`src/hdl/hse_pkg.sv`:
```
// Shared types and constants for the 2-D heat stencil unit.
// No dependencies; imported by every module of the block.
`default_nettype none
package hse_pkg;
    localparam int MAX_CELLS_DEF   = 4096;
    localparam int VALUE_WIDTH_DEF = 32;
    localparam int FRAC_BITS       = 24;
    localparam int COEF_W          = 32;
    localparam int DIM_W           = 6;
    localparam int STEP_W          = 16;
    localparam int ADDR_IN_W       = 12;
    localparam int CFG_IDX_W       = 3;

    typedef enum logic [1:0] {
        OP_INIT  = 2'd0,
        OP_WRITE = 2'd1,
        OP_RUN   = 2'd2,
        OP_READ  = 2'd3
    } t_op;

    localparam logic [CFG_IDX_W-1:0] REG_COLS  = 3'd0;
    localparam logic [CFG_IDX_W-1:0] REG_ROWS  = 3'd1;
    localparam logic [CFG_IDX_W-1:0] REG_STEPS = 3'd2;
    localparam logic [CFG_IDX_W-1:0] REG_CX    = 3'd3;
    localparam logic [CFG_IDX_W-1:0] REG_CY    = 3'd4;
    localparam logic [CFG_IDX_W-1:0] REG_CC    = 3'd5;

    // Datapath operation selected by the controller for the current cycle.
    typedef enum logic [2:0] {
        DP_NONE   = 3'd0,
        DP_WRITE  = 3'd1,  // store the cell value in both banks
        DP_INIT   = 3'd2,  // store 1.0 or 0.0 in both banks
        DP_RDREQ  = 3'd3,  // read the current bank at the address
        DP_TAP    = 3'd4,  // read one stencil tap from the source bank
        DP_STORE  = 3'd5   // write the stencil result to the other bank
    } t_dp_op;

    typedef struct packed {
        t_dp_op      op;
        logic [2:0]  tap;      // stencil tap 0..4: centre, left, right, up, down
        logic        clr_acc;
        logic        inner;    // init value for the current cell
        logic        swap;     // toggle the current bank
        logic        clr_sat;
    } t_dp_cmd;
endpackage
`default_nettype wire

```
`src/hdl/hse_ctrl.sv`:
```
// Sequencer for the heat stencil: walks init, run and single-cell operations.
// Depends on hse_pkg; commands hse_datapath.
`default_nettype none
module hse_ctrl
    import hse_pkg::*;
#(
    parameter int MAX_CELLS = MAX_CELLS_DEF,
    localparam int AW = $clog2(MAX_CELLS)
) (
    input  wire logic               i_clk,
    input  wire logic               i_rst_n,
    input  wire logic               i_start,
    input  wire t_op                i_op,
    input  wire logic [ADDR_IN_W-1:0] i_addr,
    input  wire logic [DIM_W-1:0]   i_cols,
    input  wire logic [DIM_W-1:0]   i_rows,
    input  wire logic [STEP_W-1:0]  i_steps,
    input  wire logic               i_out_ready,
    output logic                    o_busy,
    output logic                    o_out_valid,
    output logic                    o_err,
    output logic                    o_is_read,
    output logic                    o_is_run,
    output t_dp_cmd                 o_cmd,
    output logic [AW-1:0]           o_addr
);
    typedef enum logic [3:0] {
        S_IDLE, S_INIT, S_RDWAIT, S_RDLAT, S_TAP, S_DRAIN, S_STORE, S_NEXT, S_RESULT
    } t_state;

    localparam int CW = (AW + 1 > 2 * (DIM_W + 1)) ? AW + 1 : 2 * (DIM_W + 1);

    t_state r_state;
    logic [DIM_W-1:0] r_i, r_j;
    logic [CW-1:0] r_base;      // j*(cols+1)
    logic [STEP_W-1:0] r_step;
    logic [2:0] r_tap, r_drain;
    logic r_err, r_read, r_run;
    logic [CW-1:0] total, w, idx, tap_idx, cur_idx, in_addr;
    logic bad, inner;

    assign w       = CW'(i_cols) + CW'(1);
    assign total   = w * (CW'(i_rows) + CW'(1));
    assign in_addr = CW'(i_addr);
    assign bad     = (in_addr >= total) || (in_addr >= CW'(MAX_CELLS));
    assign cur_idx = r_base + CW'(r_i);
    assign inner   = r_i >= 1 && r_i < i_cols && r_j >= 1 && r_j < i_rows;

    always_comb begin
        unique case (r_tap)
            3'd0: tap_idx = cur_idx;
            3'd1: tap_idx = cur_idx - CW'(1);
            3'd2: tap_idx = cur_idx + CW'(1);
            3'd3: tap_idx = cur_idx - w;
            default: tap_idx = cur_idx + w;
        endcase
    end

    always_comb begin
        o_cmd = '{op: DP_NONE, tap: r_tap, clr_acc: 1'b0, inner: inner,
                  swap: 1'b0, clr_sat: 1'b0};
        idx = cur_idx;
        unique case (r_state)
            S_IDLE: begin
                idx = in_addr;
                o_cmd.clr_sat = i_start;
                if (i_start && !bad && i_op == OP_WRITE) o_cmd.op = DP_WRITE;
                if (i_start && i_op == OP_READ) o_cmd.op = DP_RDREQ;
            end
            S_INIT:  if (cur_idx < CW'(MAX_CELLS)) o_cmd.op = DP_INIT;
            S_TAP: begin idx = tap_idx; o_cmd.op = DP_TAP; end
            S_STORE: o_cmd.op = DP_STORE;
            S_NEXT:  begin
                o_cmd.clr_acc = 1'b1;
                o_cmd.swap = (r_i == 0 && r_j == 0);
            end
            default: ;
        endcase
        o_addr = idx[AW-1:0];
    end

    // Controller state and registered result flags.
    always_ff @(posedge i_clk) begin
        if (!i_rst_n) begin
            r_state <= S_IDLE;
            r_err <= 1'b0; r_read <= 1'b0; r_run <= 1'b0;
            r_i <= '0; r_j <= '0; r_base <= '0; r_step <= '0;
            r_tap <= '0; r_drain <= '0;
        end else begin
            unique case (r_state)
                S_IDLE: if (i_start) begin
                    r_err  <= bad && (i_op == OP_WRITE || i_op == OP_READ);
                    r_read <= (i_op == OP_READ) && !bad;
                    r_run  <= (i_op == OP_RUN);
                    r_i <= '0; r_j <= '0; r_base <= '0;
                    r_step <= i_steps; r_tap <= '0;
                    unique case (i_op)
                        OP_INIT: r_state <= S_INIT;
                        OP_READ: r_state <= S_RDWAIT;
                        OP_RUN: begin
                            r_i <= DIM_W'(1); r_j <= DIM_W'(1); r_base <= w;
                            r_state <= (i_steps == '0) ? S_RESULT : S_NEXT;
                            r_step <= i_steps;
                        end
                        default: r_state <= S_RESULT;
                    endcase
                end
                S_INIT: begin
                    if (r_i == i_cols) begin
                        r_i <= '0;
                        r_base <= r_base + w;
                        r_j <= r_j + DIM_W'(1);
                        if (r_j == i_rows) r_state <= S_RESULT;
                    end else r_i <= r_i + DIM_W'(1);
                end
                S_RDWAIT: r_state <= S_RDLAT;
                S_RDLAT:  r_state <= S_RESULT;
                S_NEXT: begin
                    // Pick the next interior cell, or finish the step.
                    if (r_i == 0 && r_j == 0) begin
                        r_step <= r_step - STEP_W'(1);
                        r_i <= DIM_W'(1); r_j <= DIM_W'(1); r_base <= w;
                        if (r_step == STEP_W'(1)) r_state <= S_RESULT;
                    end else if (r_j >= i_rows || r_i >= i_cols) begin
                        r_i <= '0; r_j <= '0; r_base <= '0;
                    end else if (cur_idx + w >= CW'(MAX_CELLS)) begin
                        if (r_i + DIM_W'(1) >= i_cols) begin
                            r_i <= DIM_W'(1); r_j <= r_j + DIM_W'(1);
                            r_base <= r_base + w;
                        end else r_i <= r_i + DIM_W'(1);
                    end else begin
                        r_tap <= '0; r_state <= S_TAP;
                    end
                end
                S_TAP: begin
                    r_tap <= r_tap + 3'd1;
                    if (r_tap == 3'd4) begin r_drain <= '0; r_state <= S_DRAIN; end
                end
                S_DRAIN: begin
                    r_drain <= r_drain + 3'd1;
                    if (r_drain == 3'd2) r_state <= S_STORE;
                end
                S_STORE: begin
                    r_state <= S_NEXT;
                    if (r_i + DIM_W'(1) >= i_cols) begin
                        r_i <= DIM_W'(1); r_j <= r_j + DIM_W'(1);
                        r_base <= r_base + w;
                    end else r_i <= r_i + DIM_W'(1);
                end
                S_RESULT: if (i_out_ready) r_state <= S_IDLE;
                default: r_state <= S_IDLE;
            endcase
        end
    end

    assign o_busy      = (r_state != S_IDLE);
    assign o_out_valid = (r_state == S_RESULT);
    assign o_err       = r_err;
    assign o_is_read   = r_read;
    assign o_is_run    = r_run;
endmodule
`default_nettype wire

```
`config.mk`:
```
export PLATFORM = sky130hd
export DESIGN_NAME = hse_ctrl
export DESIGN_NICKNAME = d
export VERILOG_FILES = /design/src/hdl/hse_pkg.sv /design/src/hdl/hse_ctrl.sv
export SDC_FILE = /design/constraint.sdc
export NUM_CORES = 1
export LEC_CHECK = 0
export ABC_AREA = 1
export BUFFER_PORTS_ARGS = -buffer_cell sky130_fd_sc_hd__buf_2
export CORE_ASPECT_RATIO = 1.75
export CORE_MARGIN = 10
export CORE_UTILIZATION = 36
export CTS_CLUSTER_SIZE = 20
export DETAILED_ROUTE_END_ITERATION = 10
export GPL_TIMING_DRIVEN = 0
export HOLD_SLACK_MARGIN = 0.02
export PLACE_DENSITY = 0.57
export SYNTH_ARGS = -nofsm -noshare
export SYNTH_HDL_FRONTEND = slang
export SYNTH_SLANG_ARGS = --single-unit
```
`constraint.sdc`:
```
create_clock -name i_clk -period 8.47 [get_ports i_clk]
set_input_delay 0.4235 -clock i_clk [delete_from_list [all_inputs] [get_ports i_clk]]
set_output_delay 0.4235 -clock i_clk [all_outputs]
set_load 0.01 [all_outputs]
```
==> run summary, run 1 <==
## Placed design
* final RePlAce weighted congestion: 1.011
* count of port buffers added during placement: 72
* Detail Placement HPWL: 26.79 mm
* placed cell count: 1,814
* Worst Setup Slack post-DPL: 1478 ps

## STA
* Achievable Freq: 0.1423 GHz
* number of pins exceeding their max-slew limit in the final report: 0
* actual transition at the worst max-transition pin: 972.5 ps
* Hold Violations, Final: 0
* Finish-stage setup viols: 0
* unrepaired setup endpoints after global routing: false
* Setup Skew: 12.34 ps
* Worst Hold Margin: 378.6 ps
* ratio of final minimum period to clock period: 82.96%
* Min Clock Period, post-route: 7027 ps
* normalized max-slew margin: 34.93%
* sum of negative setup slack: 0 ps
* setup slack of the critical path after layout: 1443 ps

## GRT
* initial antenna violation count: 1
* GRT Resource Usage Total: 19.59%
* first-pass GRT wire length: 49.88 mm
* maximum number of pins on one net before global-route repair: 21
* via count of the first global-routing pass: 9,692
* gr ovfl total: 0

## Clocking
* buffers inserted by post-CTS timing repair: 0
* number of buffers inserted during clock tree synthesis: 5
* number of buffers on the longest clock path: 2
* Root Buffer Master: sky130_fd_sc_hd__clkbuf_16
* CTS tree: yes
* clock transition at the register clock pins on the worst setup and hold paths after CTS: 90 ps
* cts hold-fix bufs: 0
* # resized after CTS: 0
* H-Tree Depth: 2
* clock latency on the worst-skew pair: 320 ps
* TritonCTS Sinks: 55

## Die
* Initial Utilization: 36.62%
* die boundary height: 227.2 µm
* I/O pin count: 73
* total core area: 24,120 µm²
* standard-cell row count: 75
* DIE AREA: 31,440 µm²
* Die Span X: 138.4 µm

## Final layout
* non-filler instance count after layout: 1,823
* Finished Core Util: 40.45%
* Post-layout nets: 1,697
* share of post-route cells with drive strength above 1: 9.841%
* area growth from synthesis to layout: 10.46%

## Synthesis
* Synth Warn #: 0
* post-synthesis sequential element count: 55
* per-instance average area after synthesis: 6.163 µm²
* post-synth design cell area: 8831 µm²
* dominant synthesized flop cell: sky130_fd_sc_hd__dfxtp_1
* Mapped Cells: 1,433
* register area share after synthesis: 12.47%
* leading area contributor after synthesis: sky130_fd_sc_hd__ha_1
* count of cell types in the netlist: 53
* EDFF count, synth: 0
* share of the synthesized area in the top cell type: 15.59%
* share of flip-flops with an asynchronous set or reset after synthesis: 0%
* Post-Syn Nets: 1,617
* top post-synthesis cells by area: sky130_fd_sc_hd__ha_1 (16%), sky130_fd_sc_hd__nand2_1 (15%), sky130_fd_sc_hd__dfxtp_1 (12%)

## Run status
* outcome: finished, final reports clean

## Setup path
* Crit path top cell by count: sky130_fd_sc_hd__inv_1
* worst r2r dst: r_i[0]
* origin of the critical flop-to-flop path: r_i[0]
* worst-path maximum fanout: 10
* worst stage delay on the critical path: 560 ps
* Largest delay share family, worst path: adder cells
* Crit path buffers/inverters: 8
* flop-to-flop setup slack: 4290 ps
* Critical Path Source Type: input pin
* kind of critical path: in -> out
* required time of the critical path: 8050 ps
* CP Capture Type: primary output
* worst-path cell with the longest stage delay: sky130_fd_sc_hd__clkbuf_1
* FF-to-FF path depth: 17
* critical path data arrival time: 6600 ps

## Drt
* number of violations reported at the end of detailed-routing iteration 0: 511
* first-pass iteration count of the detailed router: 5
* Detail Route Antenna Nets: 0
* overall routed net length: 31.93 mm
* vias per cell: 5.347
* number of vias after detailed routing: 9,748
* routed length per placed instance: 17.52 µm
* DRC Markers: 0

## Min path
* Tightest Hold Check Type: in -> reg
* source of the worst hold timing path: i_steps[4]
* cell depth of the worst min-delay path: 3
* endpoint with the worst hold slack: r_step[4]

## Power
* worst ir drop on vdd: 0.0001526 V
* LEAKAGE: 0.005121 µW
* power per unit of standard cell area: 346.5 nW/µm²

## Flow run
* number of max-cap violations: 0

[registers in the layout, summed over array words and instances (netlist names)]
signal	count
o_err	1
r_drain	3
r_tap	3
r_i	6
o_is_read	1
o_is_run	1
r_base	14
r_step	16
r_state	4
r_j	6
[per-stage QoR]
stage / area (µm²) / power (µW)
6_report: 9754 / 3380
5_1_grt: 9754 / 3760
4_1_cts: 9752 / 3365
3_5_place_dp: 9593 / 3115
3_3_place_gp: 9577 / 3098
2_1_floorplan: 8831 / 2386
[cell type report]
cell class | instances | area (µm²)
clock buffer | 5 | 125.1
buffer | 29 | 160.2
timing repair buffer | 73 | 371.6
inverter | 216 | 813.3
clock inverter | 3 | 33.78
sequential | 55 | 1101
fill | 2671 | 14360
multi-input combinational | 1133 | 6761
tap | 308 | 385.4
antenna | 1 | 2.502
[worst max path at each step]
stage          depth (start not counted)        to  slack (ps)       from
6_report                              28  o_cmd[7]        1440  i_cols[0]
5_1_grt                               30  o_cmd[7]         940  i_cols[0]
4_1_cts                               30  o_cmd[7]        1480  i_cols[0]
3_5_place_dp                          30  o_cmd[7]        1480  i_cols[0]
3_3_place_gp                          30  o_cmd[7]         940  i_cols[0]
2_1_floorplan                         28  o_cmd[7]        2790  i_cols[0]
[metal layers]
layer,share of wire [%],wire length [µm],vias up,global-route usage (%)
met1,38,11990,4500,19.22
li1,-,-,4840,-
met4,6.2,1993,0,12.73
met2,52,16560,317,37.90
met3,4.3,1389,91,2.232
met5,0,0,-,0
[worst register-to-register path, delay by kind of cell (launching register included)]
kind                       cells  cell delay (ps)
DFF                            1              450
xor gates and xnor gates       1              400
and+or+nand+nor                8              900
adders and majority gates      3             1130
AOI/OAI and AO/OA              5             1180
[cells in the final DEF (no fill, tap or decap), types with 10 or more instances in the layout]
cell type,instances
sky130_fd_sc_hd__xnor2_1,11
sky130_fd_sc_hd__nand2_1,349
sky130_fd_sc_hd__nor2_2,16
sky130_fd_sc_hd__o211ai_1,11
sky130_fd_sc_hd__buf_2,80
sky130_fd_sc_hd__o21ai_0,79
sky130_fd_sc_hd__clkbuf_1,13
sky130_fd_sc_hd__nor2_1,183
sky130_fd_sc_hd__fa_1,28
sky130_fd_sc_hd__ha_1,110
sky130_fd_sc_hd__nand3_1,94
sky130_fd_sc_hd__dfxtp_1,55
sky130_fd_sc_hd__a21oi_1,73
sky130_fd_sc_hd__nor3_1,13
sky130_fd_sc_hd__inv_1,208
sky130_fd_sc_hd__a31oi_1,10
sky130_fd_sc_hd__xor2_1,33
sky130_fd_sc_hd__nand4_1,40
[report_power, final]
part | internal, µW | switching, µW | total (µW)
Sequential | 346 | 124 | 470
Combinational | 938 | 1740 | 2680
Clock | 114 | 120 | 234
[synth_stat cells, types with 13 or more instances]
| cell type | count |
|---|---|
| sky130_fd_sc_hd__a21oi_1 | 73 |
| sky130_fd_sc_hd__clkbuf_1 | 13 |
| sky130_fd_sc_hd__dfxtp_1 | 55 |
| sky130_fd_sc_hd__fa_1 | 28 |
| sky130_fd_sc_hd__ha_1 | 110 |
| sky130_fd_sc_hd__inv_1 | 208 |
| sky130_fd_sc_hd__nand2_1 | 349 |
| sky130_fd_sc_hd__nand3_1 | 94 |
| sky130_fd_sc_hd__nand4_1 | 40 |
| sky130_fd_sc_hd__nor2_1 | 183 |
| sky130_fd_sc_hd__nor2_2 | 16 |
| sky130_fd_sc_hd__nor3_1 | 14 |
| sky130_fd_sc_hd__o21ai_0 | 79 |
| sky130_fd_sc_hd__xor2_1 | 33 |
[cell families (layout without fill, tap and decap cells)]
group,after synthesis,after routing,share of synthesized area (%)
simple gates,737,737,36.29
buf+inv,245,326,11.02
compound gates,214,214,13.93
fa+ha+maj,138,138,21.93
flops,55,55,12.47
xor+xnor,44,44,4.364
other cells,0,1,0
No activity file was read; power rests on OpenSTA's default activity.
==> inputs of run 2 (changes only) <==
Settings changed: PLACE_DENSITY 0.57 to 0.58.
Clock period 8.47 ns to 6.1 ns, I/O delays scaled along.
==> run 2 against run 1 <==
  * Via count rose by 0.48%
  * Clock power up 34%
  * Cell count is 0.33% higher
  * Clock-buffer cell count stayed put
  * Global-route usage up 0.58 points
  * Die area did not move
  * Critical endpoint unchanged
  * Largest cell class unchanged
  * Highest routed layer unchanged
==> run summary, run 2 (same netlist as run 1, synthesis figures left out) <==
## Setup path
* Crit path buffers/inverters: 8, unchanged
* beginning of the critical path: i_cols[0]
* Critical Path Source Type: input pin
* CP Capture Type: primary output
* worst stage delay on the critical path: 530 ps, -30 ps
* worst-path maximum fanout: 5, -5
* Largest delay share family, worst path: adder cells
* origin of the critical flop-to-flop path: r_i[0]
* kind of critical path: in -> out
* worst-path cell with the longest stage delay: sky130_fd_sc_hd__fa_1
* critical path data arrival time: 5470 ps, -1130 ps
* Crit path top cell by count: sky130_fd_sc_hd__inv_1
* required time of the critical path: 5790 ps, -2260 ps

## STA
* sum of negative setup slack: 0 ps, unchanged
* normalized max-slew margin: 35.45%, +0.52 points
* Min Clock Period, post-route: 5776 ps
* number of pins exceeding their max-slew limit in the final report: 0, unchanged
* setup slack of the critical path after layout: 323.7 ps, -1120 ps
* Worst Hold Margin: 255.8 ps, -122.8 ps
* ratio of final minimum period to clock period: 94.69%
* Finish-stage setup viols: 0, unchanged
* actual transition at the worst max-transition pin: 964.7 ps, -7.838 ps
* Setup Skew: 22.35 ps, +10.01 ps
* Achievable Freq: 0.1731 GHz
* Hold Violations, Final: 0, unchanged

## Final layout
* Post-layout nets: 1,704, +0.41%
* commonest cells after routing, fill and taps aside: sky130_fd_sc_hd__nand2_1 (345), sky130_fd_sc_hd__inv_1 (202), sky130_fd_sc_hd__nor2_1 (177)
* most common cell after layout, fill and taps aside: sky130_fd_sc_hd__nand2_1
* non-filler instance count after layout: 1,829, +0.33%
* number of flip-flops under the largest register name: 16, unchanged
* biggest regs: r_step: 16 flops, r_base: 14 flops
* area growth from synthesis to layout: 12.91%
* top register by number of flip-flops: r_step
* share of post-route cells with drive strength above 1: 12.24%, +2.4 points

## Drt
* vias per cell: 5.355, +0.15%
* overall routed net length: 32.05 mm, +0.35%
* Detail Route Antenna Nets: 0, unchanged
* number of vias after detailed routing: 9,795, +0.48%
* routed length per placed instance: 17.52 µm, about the same
* DRC Markers: 0, unchanged
* first-pass iteration count of the detailed router: 5, unchanged
* number of violations reported at the end of detailed-routing iteration 0: 566, +11%

## Placed design
* count of port buffers added during placement: 72, unchanged
* final RePlAce weighted congestion: 0.9728, -3.7%
* Worst Setup Slack post-DPL: -641.2 ps, -2119 ps
* Detail Placement HPWL: 26.76 mm, -0.12%
* placed cell count: 1,813, -0.055%

## Clocking
* Root Buffer Master: sky130_fd_sc_hd__clkbuf_16
* clock latency on the worst-skew pair: 330 ps, about the same
* clock transition at the register clock pins on the worst setup and hold paths after CTS: 80 ps, about the same
* number of buffers on the longest clock path: 2, unchanged
* number of buffers inserted during clock tree synthesis: 5, unchanged
* H-Tree Depth: 2, unchanged
* CTS tree: yes
* TritonCTS Sinks: 55, unchanged

## Flow run
* number of max-cap violations: 0, unchanged

## GRT
* maximum number of pins on one net before global-route repair: 18, -14%
* initial antenna violation count: 1, unchanged
* via count of the first global-routing pass: 10,030, +3.4%
* first-pass GRT wire length: 51.18 mm, +2.6%
* GRT Resource Usage Total: 20.17%, +0.58 points
* gr ovfl total: 0, unchanged

## Die
* die boundary height: 227.2 µm, unchanged
* total core area: 24,120 µm², unchanged
* standard-cell row count: 75, unchanged
* I/O pin count: 73, unchanged
* Initial Utilization: 36.62%, unchanged
* Die Span X: 138.4 µm, unchanged
* DIE AREA: 31,440 µm², unchanged

## Power
* worst ir drop on vdd: 0.0001863 V, +22%
* power per unit of standard cell area: 475.4 nW/µm², +37%
* LEAKAGE: 0.005172 µW, +0.99%

## Min path
* source of the worst hold timing path: i_steps[5]
* Tightest Hold Check Type: in -> reg

## Run status
* outcome: finished, final reports clean

-- run 2: changes by cell type in the layout (fill, tap and decap cells not counted), sizes merged --
cell / delta
buf: +7
clkinvlp: +3
inv: -2
clkinv: -2
-- run 2: final cells by class --
cell class | count | area [µm²]
fillers | 2658 | 14150
inverters | 216 | 820.8
plain buffers | 29 | 167.7
diodes | 1 | 2.502
repair buffers | 80 | 429.2
multi-input cells | 1133 | 6923
clock buffers | 5 | 125.1
well taps | 308 | 385.4
clock inverters | 2 | 16.27
flip-flops and latches | 55 | 1101
-- run 2: power breakdown --
group / internal [µW] / leakage [µW] / switching [µW]
combinational: 1330 / 0.00465 / 2440
clock: 153 / 0.0000663 / 161
sequential: 480 / 0.000452 / 172
total: 1970 / 0.00517 / 2770
-- run 2: path summary, 6_finish.rpt --
path,endpoint,slack (ps),cells past startpoint
worst max-delay path,o_cmd[7],320,27
worst min-delay path,r_step[5],260,3
worst max register to register,r_base[9],1850,20
worst min register to register,r_step[13],490,2
-- run 2: timing repair --
item	4_1_cts	5_1_grt
hold buffers	0	0
pin swaps	3	8
setup endpoints to repair	1	1
buffers inserted	4	4
resized for setup	16	33
-- run 2: metal layers --
metal  share of wire (%)  track usage (%)  wire, µm
met5                   0                0         0
met4                 7.5            15.46      2403
met3                 4.6            2.462      1482
met2                  52            38.10     16570
met1                  36            19.57     11590
-- run 2: worst min-delay path, cell delays in order --
cell,delay (ps)
sky130_fd_sc_hd__buf_2,100
sky130_fd_sc_hd__nand2_1,50
sky130_fd_sc_hd__a31oi_1,70
-- run 2: per-stage QoR --
step                total power [µW]  util (%)  instance area [µm²]
floorplan                       3313         -                 8831
global placement                4298     39.71                 9577
detailed placement              4332     39.73                 9582
CTS                             4673     40.77                 9833
global route                    5289     41.34                 9971
finish                          4740     41.34                 9971
==> inputs of run 3 (changes only) <==
Settings changed: BUFFER_PORTS_ARGS -buffer_cell sky130_fd_sc_hd__buf_2 to -buffer_cell sky130_fd_sc_hd__buf_4, CTS_BUF_LIST from default to sky130_fd_sc_hd__clkbuf_16.
==> run 3 against run 2 <==
  * Die area did not move
  * Critical endpoint unchanged
  * Total power rose by 3.8%
  * Cell count barely moved
  * Clock skew fell by 17 ps
  * Worst setup slack got worse by 37 ps
  * Sequential cell count did not move
  * Register-to-register slack improved by 50 ps
  * Critical path type unchanged
==> run summary, run 3 (same netlist as run 1, synthesis figures left out) <==
## Drt
* routed length per placed instance: 17.60 µm, +0.47%
* Detail Route Antenna Nets: 0, unchanged
* number of vias after detailed routing: 9,729, -0.67%
* vias per cell: 5.316, -0.73%
* DRC Markers: 0, unchanged
* number of violations reported at the end of detailed-routing iteration 0: 533, -5.8%
* overall routed net length: 32.21 mm, +0.53%
* first-pass iteration count of the detailed router: 6, +1

## Clocking
* number of buffers inserted during clock tree synthesis: 5, unchanged
* clock transition at the register clock pins on the worst setup and hold paths after CTS: 80 ps, about the same
* H-Tree Depth: 2, unchanged
* TritonCTS Sinks: 55, unchanged
* Root Buffer Master: sky130_fd_sc_hd__clkbuf_16
* number of buffers on the longest clock path: 2, unchanged
* clock latency on the worst-skew pair: 320 ps, about the same
* CTS tree: yes

## STA
* Finish-stage setup viols: 0, unchanged
* Hold Violations, Final: 0, unchanged
* number of pins exceeding their max-slew limit in the final report: 0, unchanged
* Achievable Freq: 0.1720 GHz, -0.64%
* normalized max-slew margin: 37.82%, +2.4 points
* Setup Skew: 5.681 ps, -16.67 ps
* sum of negative setup slack: 0 ps, unchanged
* Min Clock Period, post-route: 5813 ps, +36.95 ps
* ratio of final minimum period to clock period: 95.30%, +0.61 points
* actual transition at the worst max-transition pin: 929.2 ps, -35.44 ps
* setup slack of the critical path after layout: 286.7 ps, -36.95 ps
* Worst Hold Margin: 259.3 ps, +3.484 ps

## Setup path
* CP Capture Type: primary output
* origin of the critical flop-to-flop path: r_i[0]
* kind of critical path: in -> out
* Crit path buffers/inverters: 5, -3
* required time of the critical path: 5790 ps, about the same
* Critical Path Source Type: input pin
* worst stage delay on the critical path: 530 ps, about the same
* worst r2r dst: r_base[9]
* FF-to-FF path depth: 20, unchanged
* Largest delay share family, worst path: adder cells
* flop-to-flop setup slack: 1900 ps, +50 ps
* worst-path cell with the longest stage delay: sky130_fd_sc_hd__fa_1
* worst-path maximum fanout: 10, +5
* critical path data arrival time: 5510 ps, +40 ps

## Final layout
* Finished Core Util: 42.41%, +1.1 points
* top register by number of flip-flops: r_step
* Post-layout nets: 1,705, +0.059%
* commonest cells after routing, fill and taps aside: sky130_fd_sc_hd__nand2_1 (341), sky130_fd_sc_hd__inv_1 (201), sky130_fd_sc_hd__nor2_1 (178)
* share of post-route cells with drive strength above 1: 12.75%, +0.51 points
* number of diodes added for antenna fixing: 0, -1
* area growth from synthesis to layout: 15.83%
* biggest regs: r_step: 16 flops, r_base: 14 flops
* number of flip-flops under the largest register name: 16, unchanged
* most common cell after layout, fill and taps aside: sky130_fd_sc_hd__nand2_1

## Die
* total core area: 24,120 µm², unchanged
* DIE AREA: 31,440 µm², unchanged
* die boundary height: 227.2 µm, unchanged
* Initial Utilization: 36.62%, unchanged
* standard-cell row count: 75, unchanged
* Die Span X: 138.4 µm, unchanged
* I/O pin count: 73, unchanged

## GRT
* initial antenna violation count: 0, -1
* gr ovfl total: 0, unchanged
* via count of the first global-routing pass: 9,793, -2.3%
* GRT Resource Usage Total: 19.82%, -0.35 points
* maximum number of pins on one net before global-route repair: 20, +2
* first-pass GRT wire length: 50.00 mm, -2.3%

## Flow run
* number of max-cap violations: 0, unchanged

## Placed design
* Worst Setup Slack post-DPL: -575.5 ps, +65.73 ps
* Detail Placement HPWL: 26.81 mm, +0.17%
* count of port buffers added during placement: 72, unchanged
* final RePlAce weighted congestion: 1.025, +5.3%

## Min path
* endpoint with the worst hold slack: r_step[5]
* Tightest Hold Check Type: in -> reg
* source of the worst hold timing path: i_steps[5]
* cell depth of the worst min-delay path: 3, unchanged

## Power
* worst ir drop on vdd: 0.0001724 V, -7.5%
* LEAKAGE: 0.005242 µW, +1.3%
* power per unit of standard cell area: 480.8 nW/µm², +1.2%
* PnR Total Power: 4918 µW, +3.8%

## Run status
* outcome: finished, final reports clean

-- run 3: routing by layer --
layer	up-vias	part of all wire, %	global-route usage, %
met4	0	6.8	13.45
met3	105	4.5	2.837
met5	-	0	0
li1	4859	-	-
met2	318	52	38.04
met1	4447	37	19.14
-- run 3: worst max path at each step --
stage                         start  endpoint  cells past startpoint
after floorplan           i_cols[0]  o_cmd[7]                     28
after global placement    i_cols[0]  o_cmd[7]                     30
after detailed placement  i_cols[0]  o_cmd[7]                     30
after CTS                 i_rows[0]  o_cmd[7]                     30
after global routing      i_cols[0]  o_cmd[7]                     26
final                     i_cols[0]  o_cmd[7]                     25
-- run 3: area by class of cell --
type	count	area (µm²)
timing repair buffer	81	619.3
clock inverter	3	50.05
buffer	29	163.9
inverter	216	824.5
clock buffer	5	125.1
fill	2621	13890
sequential	55	1101
multi-input combinational	1133	6959
tap	308	385.4
-- run 3: power breakdown --
group,internal [µW],switching [µW],total (µW)
logic,1420,2480,3890
clock network,199,174,374
registers,480,170,650
-- run 3: stage by stage --
stage | std cells | cell area [µm²]
floorplan | 1433 | 8831
global placement | 1813 | 9757
detailed placement | 1814 | 9769
CTS | 1825 | 10040
global route | 1830 | 10230
finish | 1830 | 10230
-- run 3: worst register-to-register path, delay by kind of cell (launching register included) --
family	cells	cell delay (ps)
simple gates	10	950
buf+inv	2	330
compound gates	4	840
flops	1	460
xor+xnor	1	420
fa+ha+maj	3	1140
-- run 3: what timing repair did --
item,in CTS,in global routing
setup buffers,3,5
pin swaps,2,13
gates resized for setup,15,40
endpoints found under the setup margin,1,1
hold buffers,0,0
